$ cat src/design/pps_pkg.sv
package pps_pkg;

    // One input word: a slot load or a scheduling tick.
    typedef struct packed {
        logic        kind;
        logic [2:0]  slot;
        logic [15:0] arrives_at;
        logic [15:0] run_length;
        logic [7:0]  urgency_rank;
    } t_item;

    // One result word, one per accepted input word.
    typedef struct packed {
        logic        ran_valid;
        logic [2:0]  ran_slot;
        logic        finished;
        logic [31:0] wait_ticks;
        logic [31:0] turn_ticks;
        logic [31:0] now_tick;
        logic        all_done;
    } t_result;

    // Per-slot record held in the slot memory.
    typedef struct packed {
        logic [15:0] arrival;
        logic [15:0] length;
        logic [7:0]  rank;
        logic [15:0] remaining;
    } t_entry;

    // Candidate presented to the selector on each scan cycle.
    typedef struct packed {
        logic   elig;
        t_entry entry;
    } t_cand;

    // Running best of the scan.
    typedef struct packed {
        logic   found;
        t_entry entry;
    } t_best;

    localparam logic KIND_LOAD = 1'b0;
    localparam logic KIND_TICK = 1'b1;

endpackage

$ cat src/design/pps_ram.sv
module pps_ram #(
    parameter int WIDTH = 8,
    parameter int DEPTH = 8
) (
    input  logic                                   i_clk,
    input  logic                                   i_we,
    input  logic [(DEPTH > 1 ? $clog2(DEPTH) : 1)-1:0] i_waddr,
    input  logic [WIDTH-1:0]                       i_wdata,
    input  logic [(DEPTH > 1 ? $clog2(DEPTH) : 1)-1:0] i_raddr,
    output logic [WIDTH-1:0]                       o_rdata
);

    logic [WIDTH-1:0] r_mem [DEPTH];

    always_ff @(posedge i_clk) begin
        if (i_we) begin
            r_mem[i_waddr] <= i_wdata;
        end
        o_rdata <= r_mem[i_raddr];
    end

endmodule

$ cat src/design/pps_pick.sv
module pps_pick #(
    parameter int SLOT_W = 3
) (
    input  logic                i_clk,
    input  logic                i_rst_n,
    input  logic                i_clear,
    input  pps_pkg::t_cand      i_cand,
    input  logic [SLOT_W-1:0]   i_slot,
    output pps_pkg::t_best      o_best,
    output logic [SLOT_W-1:0]   o_best_slot
);

    import pps_pkg::*;

    t_best             r_best;
    logic [SLOT_W-1:0] r_slot;
    logic              take;

    // Strict compares keep the earlier slot on a full tie.
    always_comb begin
        take = i_cand.elig &&
               (!r_best.found ||
                (i_cand.entry.rank < r_best.entry.rank) ||
                ((i_cand.entry.rank == r_best.entry.rank) &&
                 (i_cand.entry.arrival < r_best.entry.arrival)));
    end

    always_ff @(posedge i_clk) begin
        if (!i_rst_n || i_clear) begin
            r_best.found <= 1'b0;
        end else if (take) begin
            r_best.found <= 1'b1;
        end
        if (take && !i_clear) begin
            r_best.entry <= i_cand.entry;
            r_slot       <= i_slot;
        end
    end

    assign o_best      = r_best;
    assign o_best_slot = r_slot;

endmodule

$ cat src/design/preemptive_priority_scheduler_core.sv
// Preemptive priority scheduler over a small table of task slots.
// Input: a word on i_item is taken at a clock edge where start is high and
// busy is low. A load word writes one slot (arrival, run length, rank) and
// restarts it; a load to a slot at or above NUM_SLOTS changes nothing. A tick
// word serves one tick to the ready, unfinished task of lowest rank (ties to
// earlier arrival, then lower slot) and advances the saturating tick count.
// Output: every input word gives exactly one result word on o_result, shown
// for one cycle with o_valid high. The receiver cannot stall this channel,
// and none is needed: a result is presented once and then dropped.
// A load word goes from the accepting edge through the response state to
// the result register. A tick word goes through a scan read of every slot,
// the last compare in the selector, the write-back, the result register
// and the cycle the result is shown. The tick time is set by the slot memory's
// single read port: the scan reads one slot per cycle into one comparator.
// busy stays high until the result is registered, so one word is in flight and
// the next word can be taken at the edge that takes the result.
// Reset clears the tick count and all loaded and finished marks; slot
// contents are undefined until loaded and are only used for loaded slots.
module preemptive_priority_scheduler_core #(
    parameter int NUM_SLOTS = 8
) (
    input  logic              i_clk,
    input  logic              i_rst_n,
    input  logic              start,
    input  pps_pkg::t_item    i_item,
    output logic              busy,
    output logic              o_valid,
    output pps_pkg::t_result  o_result
);

    import pps_pkg::*;

    localparam int SW = (NUM_SLOTS > 1) ? $clog2(NUM_SLOTS) : 1;
    localparam logic [SW-1:0] LAST_SLOT = SW'(NUM_SLOTS - 1);

    typedef enum logic [2:0] {
        S_IDLE,
        S_SCAN,
        S_LAST,
        S_UPD,
        S_RESP
    } t_state;

    t_state                r_state;
    logic [31:0]           r_tick;
    logic [NUM_SLOTS-1:0]  r_loaded;
    logic [NUM_SLOTS-1:0]  r_done;
    logic [SW-1:0]         r_addr;
    logic                  r_cand_vld;
    logic [SW-1:0]         r_cand_slot;
    logic                  r_valid;
    t_result               r_out;

    logic                  accept;
    logic                  load_ok;
    logic [SW-1:0]         load_idx;
    logic                  mem_we;
    logic [SW-1:0]         mem_waddr;
    t_entry                mem_wdata;
    t_entry                mem_rdata;
    t_cand                 cand;
    logic                  clear_pick;
    t_best                 best;
    logic [SW-1:0]         best_slot;
    logic [31:0]           n_tick;
    logic [31:0]           turn;
    logic [31:0]           wait_t;

    assign accept   = start && (r_state == S_IDLE);
    assign load_ok  = (32'(i_item.slot) < NUM_SLOTS);
    assign load_idx = SW'(i_item.slot);
    assign clear_pick = accept && (i_item.kind == KIND_TICK);

    // A slot is ready once its arrival is at or before the current tick.
    always_comb begin
        cand.entry = mem_rdata;
        cand.elig  = r_cand_vld && r_loaded[r_cand_slot] && !r_done[r_cand_slot] &&
                     ((r_tick[31:16] != 16'd0) || (mem_rdata.arrival <= r_tick[15:0]));
    end

    // The write-back happens after the scan has finished reading, and busy
    // holds off the next word, so no write lands on a slot whose read data is still used.
    always_comb begin
        mem_we    = 1'b0;
        mem_waddr = load_idx;
        mem_wdata.arrival   = i_item.arrives_at;
        mem_wdata.length    = i_item.run_length;
        mem_wdata.rank      = i_item.urgency_rank;
        mem_wdata.remaining = i_item.run_length;
        if (r_state == S_UPD) begin
            mem_we    = best.found;
            mem_waddr = best_slot;
            mem_wdata = best.entry;
            mem_wdata.remaining = best.entry.remaining - 16'd1;
        end else if (accept && (i_item.kind == KIND_LOAD) && load_ok) begin
            mem_we = 1'b1;
        end
    end

    always_comb begin
        n_tick = (r_tick == 32'hFFFF_FFFF) ? r_tick : r_tick + 32'd1;
        turn   = n_tick - 32'(best.entry.arrival);
        wait_t = (turn >= 32'(best.entry.length)) ? turn - 32'(best.entry.length) : 32'd0;
    end

    pps_ram #(
        .WIDTH ($bits(t_entry)),
        .DEPTH (NUM_SLOTS)
    ) u_mem (
        .i_clk   (i_clk),
        .i_we    (mem_we),
        .i_waddr (mem_waddr),
        .i_wdata (mem_wdata),
        .i_raddr (r_addr),
        .o_rdata (mem_rdata)
    );

    pps_pick #(
        .SLOT_W (SW)
    ) u_pick (
        .i_clk       (i_clk),
        .i_rst_n     (i_rst_n),
        .i_clear     (clear_pick),
        .i_cand      (cand),
        .i_slot      (r_cand_slot),
        .o_best      (best),
        .o_best_slot (best_slot)
    );

    always_ff @(posedge i_clk) begin
        if (!i_rst_n) begin
            r_state    <= S_IDLE;
            r_tick     <= 32'd0;
            r_loaded   <= '0;
            r_done     <= '0;
            r_addr     <= '0;
            r_cand_vld <= 1'b0;
            r_valid    <= 1'b0;
        end else begin
            r_valid     <= 1'b0;
            r_cand_vld  <= 1'b0;
            r_cand_slot <= r_addr;
            unique case (r_state)
                S_IDLE: begin
                    if (accept) begin
                        r_out.ran_valid  <= 1'b0;
                        r_out.ran_slot   <= 3'd0;
                        r_out.finished   <= 1'b0;
                        r_out.wait_ticks <= 32'd0;
                        r_out.turn_ticks <= 32'd0;
                        r_out.now_tick   <= r_tick;
                        r_addr           <= '0;
                        if (i_item.kind == KIND_LOAD) begin
                            if (load_ok) begin
                                r_loaded[load_idx] <= 1'b1;
                                r_done[load_idx]   <= (i_item.run_length == 16'd0);
                            end
                            r_state <= S_RESP;
                        end else begin
                            r_state <= S_SCAN;
                        end
                    end
                end
                S_SCAN: begin
                    r_cand_vld <= 1'b1;
                    if (r_addr == LAST_SLOT) begin
                        r_state <= S_LAST;
                    end else begin
                        r_addr <= r_addr + SW'(1);
                    end
                end
                S_LAST: begin
                    r_state <= S_UPD;
                end
                S_UPD: begin
                    r_tick         <= n_tick;
                    r_out.now_tick <= n_tick;
                    if (best.found) begin
                        r_out.ran_valid <= 1'b1;
                        r_out.ran_slot  <= 3'(best_slot);
                        if (best.entry.remaining == 16'd1) begin
                            r_done[best_slot] <= 1'b1;
                            r_out.finished    <= 1'b1;
                            r_out.wait_ticks  <= wait_t;
                            r_out.turn_ticks  <= turn;
                        end
                    end
                    r_state <= S_RESP;
                end
                S_RESP: begin
                    r_out.all_done <= ~|(r_loaded & ~r_done);
                    r_valid        <= 1'b1;
                    r_state        <= S_IDLE;
                end
                default: begin
                    r_state <= S_IDLE;
                end
            endcase
        end
    end

    assign busy     = (r_state != S_IDLE);
    assign o_valid  = r_valid;
    assign o_result = r_out;

endmodule
$ cat config.mk
export PLATFORM = sky130hd
export DESIGN_NAME = preemptive_priority_scheduler_core
export DESIGN_NICKNAME = d
export VERILOG_FILES = /design/src/design/pps_pkg.sv /design/src/design/pps_ram.sv /design/src/design/pps_pick.sv /design/src/design/preemptive_priority_scheduler_core.sv
export SDC_FILE = /design/constraint.sdc
export NUM_CORES = 1
export LEC_CHECK = 0
export BUFFER_PORTS_ARGS = -buffer_cell sky130_fd_sc_hd__buf_2
export CORE_ASPECT_RATIO = 1.75
export CORE_MARGIN = 4
export CORE_UTILIZATION = 55
export DETAILED_ROUTE_END_ITERATION = 16
export PLACE_DENSITY = 0.79
export REMOVE_ABC_BUFFERS = 1
export SLEW_MARGIN = 5
export SYNTH_ARGS = -nofsm -noshare
export SYNTH_HDL_FRONTEND = slang
export SYNTH_HIERARCHICAL = 1
export SYNTH_SLANG_ARGS = --single-unit
$ cat constraint.sdc
create_clock -name i_clk -period 6.91 [get_ports i_clk]
set_input_delay 0.3455 -clock i_clk [delete_from_list [all_inputs] [get_ports i_clk]]
set_output_delay 0.3455 -clock i_clk [all_outputs]
set_load 0.005 [all_outputs]
==> flow_summary.json <==
{
  "cp_max_fo": 15,
  "syn2layout_area_growth_pct": 12.60,
  "antenna_found_initial": 5,
  "maxCapViolations": 0,
  "routabilityCongestion": 0.9747,
  "grt_pass1_wl_um": 113500,
  "finalClockSkew_ns": 0.02146,
  "hold_viol": 0,
  "cts_max_path_buffers": 3,
  "hold_path_class": "in2reg",
  "grt_use_total_pct": 24.49,
  "die_y_um": 323.1,
  "setup_viol": 0,
  "synth_ff_type": "edfxtp_1",
  "yosys.area_share.adder_pct": 3.176,
  "cp_data_required_time_ns": 7.28,
  "cp-startpoint": "r_tick[1]",
  "r2r_start": "r_tick[1]",
  "netlist_top_cells_count": "edfxtp_1, nand2_1, nor2_1",
  "period_needed_ns": 6.524,
  "cp-end-kind": "register",
  "p_per_area_nw_per_um2": 257.1,
  "synth_xor_area_share_pct": 3.364,
  "vias": 18450,
  "ir_worst_vdd_mv": 0.2112,
  "dp_hpwl_um": 49750,
  "coreArea_um2": 56260,
  "tritoncts": "yes",
  "die_area_um2": 60750,
  "async_reset_ff_share_pct": 0,
  "postSynthCellCount": 2079,
  "worst-setup-path-type": "reg2reg",
  "synth_top_family_by_area": "multiplexers",
  "port_buffers": 150,
  "slew_headroom_pct": 21.81,
  "hold_path.startpoint": "i_item[43]",
  "drive_above_1_share_pct": 22.75,
  "grt_max_degree": 73,
  "std_cell_rows": 115,
  "drt_iter0_drc": 1506,
  "cts.clk_slew.worst_paths_ns": 0.08,
  "arrival_ns": 6.90,
  "clock_sinks": 725,
  "dr.pass1.iters": 5,
  "wl_per_cell_um": 24.49,
  "pre_cts_ws_ns": 0.1391,
  "muxShareOfSynthArea_pct": 10.42,
  "drt_wl_total_um": 75050,
  "first_global_vias": 19190,
  "drc": 0,
  "synth-simple-area-share_pct": 9.239,
  "antenna_left": 0,
  "report.final.slew_viol_count": 0,
  "period_share_pct": 94.41,
  "hold_slack_ns": 0.1024,
  "yosysMostFrequentCell": "edfxtp_1",
  "leakagePower_uw": 0.01230,
  "syn_avg_cell_area_um2": 15.01,
  "final_cells": 3065,
  "synth_compound_gate_area_share_pct": 4.989,
  "status": "finished, final reports clean",
  "boundaryPins": 151,
  "yosysWarnings": 6,
  "synth_area_leader_cell": "edfxtp_1",
  "synthTopCellsByArea": "edfxtp_1, mux4_2, dfxtp_1",
  "viasPerCell": 6.019,
  "fill_cells": 3925,
  "fmax_mhz": 153.3,
  "cts_hold_buf": 0,
  "ys_seq_area_share_pct": 66.15,
  "yosys.area.top_type_share_pct": 58.90,
  "overflow": 0,
  "cts_made_buffers": 58,
  "synthDistinctLibCells": 83,
  "placed_cells": 2947,
  "h-tree-depth": 2,
  "timing.final.ws_setup_ns": 0.3859,
  "worstSetupStartpointType": "register",
  "synth_area_um2": 31200,
  "start_util_pct": 55.46,
  "synth-edff-count": 612,
  "clk_latency_ns": 0.62,
  "cts_root_buf": "clkbuf_16",
  "dieWidth_um": 188.0,
  "ys_seq_elements": 725,
  "tightest_slew_ns": 1.143,
  "final_nets": 2374
}
-- sequential cells by signal, summed over array words and instances (netlist names) --
register            cells
r_cand_vld              1
r_tick                 32
r_addr                  3
u_pick/o_best_slot      3
o_valid                 1
u_pick/o_best          57
u_mem/r_mem           448
r_loaded                8
u_mem/o_rdata          56
r_state                 3
o_result              102
r_done                  8
r_cand_slot             3
-- layer usage --
| metal | share of wire [%] | wire length [um] | vias up | track usage (%) |
|---|---|---|---|---|
| met3 | 5.9 | 4420 | 203 | 3.369 |
| met1 | 35 | 26250 | 9260 | 27.55 |
| met5 | 0.016 | 12 | - | 0 |
| met4 | 6.3 | 4761 | 2 | 13.71 |
| li1 | - | - | 8210 | - |
| met2 | 53 | 39610 | 774 | 44.74 |
-- power breakdown --
group	internal [uW]	switching (uW)
Clock	2160	1520
Combinational	187	253
Sequential	4850	57.7
-- repair_timing --
item,4_1_cts,5_1_grt
resized for setup,0,8
setup buffers,0,2
endpoints found under the setup margin,0,32
-- logic make-up (layout without fill, tap and decap cells) --
family | count (synthesis) | after routing
AOI/OAI and AO/OA | 239 | 239
adders and majority gates | 78 | 78
muxes | 176 | 176
DFF | 725 | 725
xor gates and xnor gates | 119 | 119
and+or+nand+nor | 556 | 556
buffers and inverters | 186 | 406
other | 0 | 6
-- cell usage in the layout, fill, tap and decap left out, types with 8 or more instances in the layout --
cell | Yosys | routed
dfxtp_1 | 113 | 108
and3_1 | 12 | 12
bufinv_16 | 0 | 13
xnor2_1 | 84 | 84
nand3_1 | 35 | 35
mux2_2 | 57 | 57
clkbuf_1 | 54 | 11
nand2b_1 | 22 | 22
o21a_1 | 18 | 18
clkinv_2 | 0 | 8
nor2b_1 | 15 | 15
mux4_2 | 113 | 113
o21ai_0 | 85 | 85
xor2_1 | 34 | 34
inv_1 | 95 | 94
nand4_1 | 30 | 30
and4_1 | 8 | 8
clkbuf_8 | 0 | 9
edfxtp_1 | 612 | 612
buf_2 | 7 | 150
nor4_1 | 24 | 23
nand2_1 | 137 | 135
a21oi_1 | 54 | 52
nor3_1 | 35 | 32
a21o_1 | 18 | 18
clkbuf_16 | 0 | 59
ha_1 | 76 | 75
and2_1 | 62 | 62
nor2_1 | 124 | 118
buf_4 | 9 | 50
-- metrics by stage --
step / power (uW) / util (%) / instance area [um^2] / setup TNS [ns]
6_report: 9031 / 62.44 / 35130 / 0
3_3_place_gp: 5413 / 58.50 / 32910 / 0
3_5_place_dp: 5435 / 58.50 / 32910 / 0
2_1_floorplan: 5282 / - / 30730 / -69.99
4_1_cts: 9090 / 62.34 / 35070 / 0
5_1_grt: 9325 / 62.42 / 35120 / -0.3938
-- critical path, stage by stage, from the launching register on --
cell	delay, ns
dfxtp_1	0.39
ha_2	0.31
nand4_1	0.18
nor4_2	0.30
nand2_2	0.23
nand2_1	0.20
xnor2_1	0.16
ha_1	0.30
nor2b_1	0.17
o31a_1	0.28
o2111ai_1	0.23
nand3_1	0.20
a31oi_2	0.29
o21bai_1	0.09
a21oi_1	0.24
xnor2_1	0.17
ha_1	0.33
a21o_1	0.19
a21oi_1	0.18
nand2_1	0.07
o21a_1	0.20
a221o_1	0.39
nor3_2	0.25
nand4_2	0.20
o31ai_4	0.36
buf_4	0.26
nor2_1	0.08
-- area by class of cell --
class | instances | area, um^2 | share of cell area, %
antenna | 6 | 15.01 | 0.04274
clock buffer | 79 | 1642 | 4.673
clock inverter | 31 | 521.8 | 1.485
inverter | 95 | 356.6 | 1.015
multi-input combinational | 1168 | 9848 | 28.03
sequential | 725 | 20650 | 58.78
tap | 760 | 950.9 | 2.707
timing repair buffer | 201 | 1146 | 3.262
-- path summary, 6_finish.rpt --
check                                         to  slack (ns)  cells past startpoint
worst min-delay path                  r_state[2]        0.10                      3
worst max register to register      o_result[89]        0.39                     26
worst max-delay path                o_result[89]        0.39                     26
worst min register to register  u_pick/o_best[0]        0.41                      0
Note: power is estimated with default switching activity, not from simulation.
